`config.mk`:
```
export PLATFORM = sky130hd
export DESIGN_NAME = binomial_coefficient_unit
export DESIGN_NICKNAME = d
export VERILOG_FILES = /design/src/rtl/binom_pkg.sv /design/src/rtl/binomial_coefficient_unit.sv
export SDC_FILE = /design/constraint.sdc
export NUM_CORES = 1
export LEC_CHECK = 0
export ABC_AREA = 1
export ABC_CLOCK_PERIOD_IN_PS = 18300
export BUFFER_PORTS_ARGS = -buffer_cell sky130_fd_sc_hd__buf_2
export CAP_MARGIN = 20
export CORE_MARGIN = 2
export CORE_UTILIZATION = 50
export DETAILED_ROUTE_END_ITERATION = 8
export GPL_TIMING_DRIVEN = 0
export PLACE_DENSITY = 0.68
export SLEW_MARGIN = 0
export SYNTH_ARGS = -nofsm -noshare
export SYNTH_HDL_FRONTEND = slang
export SYNTH_SLANG_ARGS = --single-unit
```
`constraint.sdc`:
```
create_clock -name clk -period 18.3 [get_ports clk]
set_clock_uncertainty 0.05 [all_clocks]
set_input_delay 3.66 -clock clk [delete_from_list [all_inputs] [get_ports clk]]
set_output_delay 3.66 -clock clk [all_outputs]
set_load 0.005 [all_outputs]
```
`src/rtl/binom_pkg.sv`:
```
// Shared types and constants for the binomial coefficient unit.
`default_nettype none

package binom_pkg;

    // Operand and result widths
    localparam int OPND_W = 6;
    localparam int COEF_W = 64;
    // Reduced k never exceeds 31, so the loop index and divisor fit 5 bits
    localparam int IDX_W  = 5;

    // Quotient bits retired per divide cycle, and divide steps per word
    localparam int DIV_BITS  = 8;
    localparam int DIV_STEPS = COEF_W / DIV_BITS;
    localparam int DCNT_W    = $clog2(DIV_STEPS);

    // Sequencer states
    typedef enum logic [1:0] {
        S_IDLE,
        S_MUL,
        S_DIV
    } state_t;

endpackage

`default_nettype wire

```
`src/rtl/binomial_coefficient_unit.sv`:
```
// Binomial coefficient unit: n choose k by the multiplicative formula.
//
// Usage:
//   A transaction is accepted on a rising edge with start high and busy low;
//   n_total and k_choose are sampled on that edge. Exactly one result comes
//   back: coefficient is valid for the single cycle in which done is high,
//   and the receiver must take it then (there is no backpressure).
//   Trivial cases (n = 0, k > n, k = 0, k = n) return done in the cycle after
//   acceptance and busy stays low, so such transactions can be issued on
//   every cycle.
//   Otherwise k' = min(k, n-k) and the unit runs k' iterations, each one
//   multiply step (64 x 6 product, low 64 bits kept) followed by 8 divide
//   steps on a radix-256 long divider (one byte of quotient per cycle).
//   Busy is high while the iterations run and done follows in the first cycle
//   with busy low again, when the next transaction may already be accepted.
//   Asynchronous reset (rst_n low) returns the sequencer to idle and clears
//   done; an in-flight computation is dropped.
`default_nettype none

module binomial_coefficient_unit (
    input  wire logic                                clk,
    input  wire logic                                rst_n,
    input  wire logic                                start,
    output logic                                     busy,
    input  wire logic [binom_pkg::OPND_W-1:0]        n_total,
    input  wire logic [binom_pkg::OPND_W-1:0]        k_choose,
    output logic                                     done,
    output logic      [binom_pkg::COEF_W-1:0]        coefficient
);

    binom_pkg::state_t                      state_reg, state_next;
    logic [binom_pkg::COEF_W-1:0]           acc_reg, acc_next;
    logic [binom_pkg::IDX_W-1:0]            rem_reg, rem_next;
    logic [binom_pkg::IDX_W-1:0]            i_reg, i_next;
    logic [binom_pkg::IDX_W-1:0]            kmin_reg, kmin_next;
    logic [binom_pkg::OPND_W-1:0]           base_reg, base_next;
    logic [binom_pkg::DCNT_W-1:0]           cnt_reg, cnt_next;
    logic                                   done_reg, done_next;

    // Setup terms for a new transaction
    logic [binom_pkg::OPND_W-1:0]           n_minus_k;
    logic [binom_pkg::OPND_W-1:0]           k_red;

    // Shared multiplier
    logic [binom_pkg::OPND_W-1:0]           factor;
    logic [binom_pkg::COEF_W+binom_pkg::OPND_W-1:0] prod;

    // Long divider slice
    logic [binom_pkg::DIV_BITS-1:0]         div_byte;
    logic [binom_pkg::DIV_BITS-1:0]         q_byte;
    logic [binom_pkg::IDX_W:0]              part_rem;

    assign busy        = (state_reg != binom_pkg::S_IDLE);
    assign done        = done_reg;
    assign coefficient = acc_reg;

    // min(k, n-k), valid when k <= n
    assign n_minus_k = n_total - k_choose;
    assign k_red     = (k_choose > n_minus_k) ? n_minus_k : k_choose;

    // Multiply by (n - k' + i), keep low 64 bits
    assign factor = base_reg + {1'b0, i_reg};
    assign prod   = {{binom_pkg::OPND_W{1'b0}}, acc_reg}
                  * {{binom_pkg::COEF_W{1'b0}}, factor};

    // One byte of restoring division by i; remainder stays below i
    always_comb
    begin
        div_byte = acc_reg[binom_pkg::COEF_W-1 -: binom_pkg::DIV_BITS];
        part_rem = {1'b0, rem_reg};
        q_byte   = '0;
        for (int j = binom_pkg::DIV_BITS - 1; j >= 0; j--)
        begin
            part_rem = {part_rem[binom_pkg::IDX_W-1:0], div_byte[j]};
            if (part_rem >= {1'b0, i_reg})
            begin
                part_rem  = part_rem - {1'b0, i_reg};
                q_byte[j] = 1'b1;
            end
        end
    end

    // State and control registers
    always_ff @(posedge clk or negedge rst_n)
    begin
        if (!rst_n)
        begin
            state_reg <= binom_pkg::S_IDLE;
            done_reg  <= 1'b0;
            cnt_reg   <= '0;
            i_reg     <= '0;
        end
        else
        begin
            state_reg <= state_next;
            done_reg  <= done_next;
            cnt_reg   <= cnt_next;
            i_reg     <= i_next;
        end
    end

    // Datapath registers
    always_ff @(posedge clk)
    begin
        acc_reg  <= acc_next;
        rem_reg  <= rem_next;
        kmin_reg <= kmin_next;
        base_reg <= base_next;
    end

    // Sequencer: next state and datapath control
    always_comb
    begin
        state_next = state_reg;
        acc_next   = acc_reg;
        rem_next   = rem_reg;
        i_next     = i_reg;
        kmin_next  = kmin_reg;
        base_next  = base_reg;
        cnt_next   = cnt_reg;
        done_next  = 1'b0;

        unique case (state_reg)
            binom_pkg::S_IDLE:
            begin
                if (start)
                begin
                    priority if (n_total == '0 || k_choose > n_total)
                    begin
                        acc_next  = '0;
                        done_next = 1'b1;
                    end
                    else if (k_choose == '0 || k_choose == n_total)
                    begin
                        acc_next  = {{(binom_pkg::COEF_W-1){1'b0}}, 1'b1};
                        done_next = 1'b1;
                    end
                    else
                    begin
                        acc_next   = {{(binom_pkg::COEF_W-1){1'b0}}, 1'b1};
                        kmin_next  = k_red[binom_pkg::IDX_W-1:0];
                        base_next  = n_total - k_red;
                        i_next     = {{(binom_pkg::IDX_W-1){1'b0}}, 1'b1};
                        state_next = binom_pkg::S_MUL;
                    end
                end
            end

            binom_pkg::S_MUL:
            begin
                acc_next   = prod[binom_pkg::COEF_W-1:0];
                rem_next   = '0;
                cnt_next   = '0;
                state_next = binom_pkg::S_DIV;
            end

            binom_pkg::S_DIV:
            begin
                acc_next = {acc_reg[binom_pkg::COEF_W-binom_pkg::DIV_BITS-1:0], q_byte};
                rem_next = part_rem[binom_pkg::IDX_W-1:0];
                cnt_next = cnt_reg + 1'b1;
                if (cnt_reg == binom_pkg::DCNT_W'(binom_pkg::DIV_STEPS - 1))
                begin
                    if (i_reg == kmin_reg)
                    begin
                        done_next  = 1'b1;
                        state_next = binom_pkg::S_IDLE;
                    end
                    else
                    begin
                        i_next     = i_reg + 1'b1;
                        state_next = binom_pkg::S_MUL;
                    end
                end
            end

            default:
            begin
                state_next = binom_pkg::S_IDLE;
            end
        endcase
    end

    // Result strobe only comes once the sequencer is back in idle
    a_done_not_busy: assert property (@(posedge clk) disable iff (!rst_n)
        done |-> !busy)
        else $error("done raised while busy");

    // Divider remainder must stay below the divisor
    a_rem_bound: assert property (@(posedge clk) disable iff (!rst_n)
        (state_reg == binom_pkg::S_DIV) |-> (rem_reg < i_reg))
        else $error("divider remainder out of range");

    // Loop index stays within 1..k' while computing
    a_idx_bound: assert property (@(posedge clk) disable iff (!rst_n)
        busy |-> (i_reg != '0 && i_reg <= kmin_reg))
        else $error("loop index out of range");

    // Zero upper operand returns zero on the next cycle
    a_zero_n: assert property (@(posedge clk) disable iff (!rst_n)
        (start && !busy && n_total == '0) |=> (done && coefficient == '0))
        else $error("n = 0 did not give zero");

endmodule

`default_nettype wire
```
==> impl_metrics.json <==
{
  "status": "finished, final reports clean",
  "drt_first_pass_iters": 6,
  "maxSlewViolCount": 0,
  "cp_num_buf_inv": 14,
  "clk_path_buf_depth": 2,
  "cp.required_ns": 18.36,
  "ys.flop_type": "edfxtp_1",
  "crit_path_frequent_cell": "nand2_1",
  "hold_violations": 0,
  "path_depth": 69,
  "hold_buffers": 0,
  "crit_fanout": 13,
  "crit_family": "adder cells",
  "nFillCells": 3512,
  "insertion_delay_ns": 0.36,
  "grt_pass1_vias": 16526,
  "largest_reg_flops": 64,
  "clock-root-buffer": "clkbuf_16",
  "regToRegSetupSlack_ns": 5.94,
  "fmax_mhz": 80.9,
  "grt_max_degree": 26,
  "antenna_found_initial": 0,
  "yosysWarnings": 0,
  "antenna_cells": 0,
  "r2r_start": "i_reg[1]$_DFFE_PN0P_",
  "cts_setup_buffers": 0,
  "clkTransAtPathRegs_ns": 0.07,
  "avgSynthCellArea_um2": 7.44,
  "cts_resized": 0,
  "dp_cells": 2945,
  "drive_above_1_share_pct": 5.72,
  "syn_inst": 2401,
  "cp-start-kind": "flip-flop",
  "grt_usage_pct": 29.5,
  "worst_pin_slew_ns": 0.977,
  "cts_tree": "done",
  "layout_commonest_cell": "nand2_1",
  "synth_nets": 2798,
  "num_rows": 69,
  "drc": 0,
  "wl_per_cell_um": 17.9,
  "syn_to_final_growth_pct": 7.60,
  "slowest_delay_ns": 0.84,
  "rsz0062_at_grt": "no",
  "dieArea_um2": 37200,
  "nets": 2892,
  "hold_class": "flip-flop to flip-flop",
  "cp-end-kind": "flip-flop",
  "die_h_um": 193,
  "drt-initial-drc-count": 1382,
  "cts-htree-levels": 3,
  "arrival_ns": 12.42,
  "synth_seq_area_share_pct": 15.0,
  "vias": 16401,
  "maxCapViolCount": 0,
  "final_cell_mix": "711 x nand2_1, 439 x inv_1, 248 x fa_1, 161 x a21oi_1, 157 x o21ai_0",
  "setup_viol": 0,
  "synth_cell_types": 54,
  "cts_sinks": 91,
  "ant_nets": 0,
  "die_w_um": 193,
  "wl_mm": 53.1,
  "synthArstFlopShare_pct": 12.1,
  "cpMaxStageDelayCell": "dfrtp_1",
  "portBuffers": 80,
  "place_congestion": 0.940,
  "crit_end": "coefficient[0]$_DFFE_PP_",
  "post-route-period-util_pct": 67.5,
  "maxSlewHeadroom_pct": 34.9,
  "setup_slack_ns": 5.94,
  "postLayoutCoreUtil_pct": 54.3,
  "numCtsBuffers": 9,
  "grt.overflow.total": 0,
  "dpl_worst_slack_ns": 5.92,
  "finalSetupTns_ns": 0,
  "syn-cell-area_um2": 17900,
  "fin_cells": 2961,
  "cp-startpoint": "i_reg[1]$_DFFE_PN0P_",
  "path_class": "flip-flop to flip-flop",
  "ys_seq_elements": 91,
  "synth_edf_count": 80,
  "start_util_pct": 50.4,
  "design.portCount": 81,
  "layout_min_cycle_time_ns": 12.36,
  "drt-vias-per-instance": 5.54,
  "reg2regPathDepth": 69,
  "grt_pass1_wl_mm": 85.6,
  "r2r_end": "coefficient[0]$_DFFE_PP_",
  "dp_hpwl_mm": 42.9,
  "core_um2": 35400
}
[worst reg2reg max path, delay by kind of cell, from the launching register on]
kind                     cells  cell delay, ns
AO/OA/AOI/OAI               12            2.88
adder cells (fa/ha/maj)      8            3.45
flip-flops                   1            0.84
AND/OR/NAND/NOR             35            3.34
buffers and inverters       14            1.58
[stage by stage]
step	hold slack, ns	area, µm²
floorplan	0.411	17900
global placement	0.443	18800
detailed placement	0.456	18900
CTS	0.469	19200
global route	0.489	19200
finish	0.465	19200
[routing by layer]
layer | up-vias | track usage (%) | share of wire [%]
li1 | 7734 | - | -
met1 | 7961 | 38.2 | 41
met2 | 602 | 51.0 | 48
met3 | 104 | 4.47 | 7.1
met4 | 0 | 9.44 | 3.2
met5 | - | 0 | 0
[worst min path at each step]
stage,from,end,cells after the start
global placement,cnt_reg[0]$_DFFE_PN0P_,cnt_reg[0]$_DFFE_PN0P_,1
finish,cnt_reg[0]$_DFFE_PN0P_,cnt_reg[0]$_DFFE_PN0P_,1
detailed placement,cnt_reg[2]$_DFFE_PN0P_,cnt_reg[2]$_DFFE_PN0P_,1
global route,cnt_reg[0]$_DFFE_PN0P_,cnt_reg[0]$_DFFE_PN0P_,1
floorplan,i_reg[3]$_DFFE_PN0P_,i_reg[3]$_DFFE_PN0P_,1
CTS,cnt_reg[0]$_DFFE_PN0P_,cnt_reg[0]$_DFFE_PN0P_,1
[final cells by class]
class,count,area (µm²),area share [%]
timing repair buffer,83,453,2.36
clock buffer,11,275,1.43
inverter,444,1670,8.68
buffer,57,215,1.12
tap,461,577,3.00
sequential,91,2680,13.9
clock inverter,5,40.0,0.208
multi-input combinational,1809,13300,69.3
[cell families (layout without fill, tap and decap cells)]
logic type	count (synthesis)	after routing	synth area share [%]
AND/OR/NAND/NOR	981	981	22.7
AO/OA/AOI/OAI	400	400	12.3
flip-flops	91	91	15.0
XOR/XNOR	46	46	2.26
buffers and inverters	501	600	10.5
adder cells (fa/ha/maj)	382	382	37.2
[cell usage after synthesis (2+ instances only)]
cell        n  share of area [%]
ha_1      134                9.4
nand3b_1    4               0.17
nor2_1    139                2.9
buf_1       9               0.19
nand2_4     5               0.32
o21ai_1     4               0.11
o22ai_1     4               0.14
fa_1      248                 28
edfxtp_1   80                 13
o21bai_1    5               0.21
clkbuf_1   47               0.99
dfrtp_1    11                1.5
or2_2       7               0.25
inv_2       4              0.084
o21a_1      9               0.38
a31oi_1    22               0.77
or2_1       2              0.070
nor3_1      8               0.22
o21ai_2     3               0.15
a21o_1      6               0.25
nand3_4     7               0.69
nand2_2     3               0.11
xor2_1     27                1.3
inv_1     439                9.2
nand2_1   711                 15
xnor2_1    19               0.93
nand3_2     3               0.17
a21oi_1   162                4.5
nor4_1      7               0.25
o211ai_1    6               0.25
o21ai_0   157                4.4
nor3b_1     2              0.084
o31ai_1     7               0.29
nand3_1    70                2.0
nor2_2      4               0.14
a221oi_1    2              0.098
nand4_1     6               0.21
a22o_1      2              0.098
Power is not shown: default switching activity piles up to over one toggle a cycle in this logic, so the estimate is an artifact.
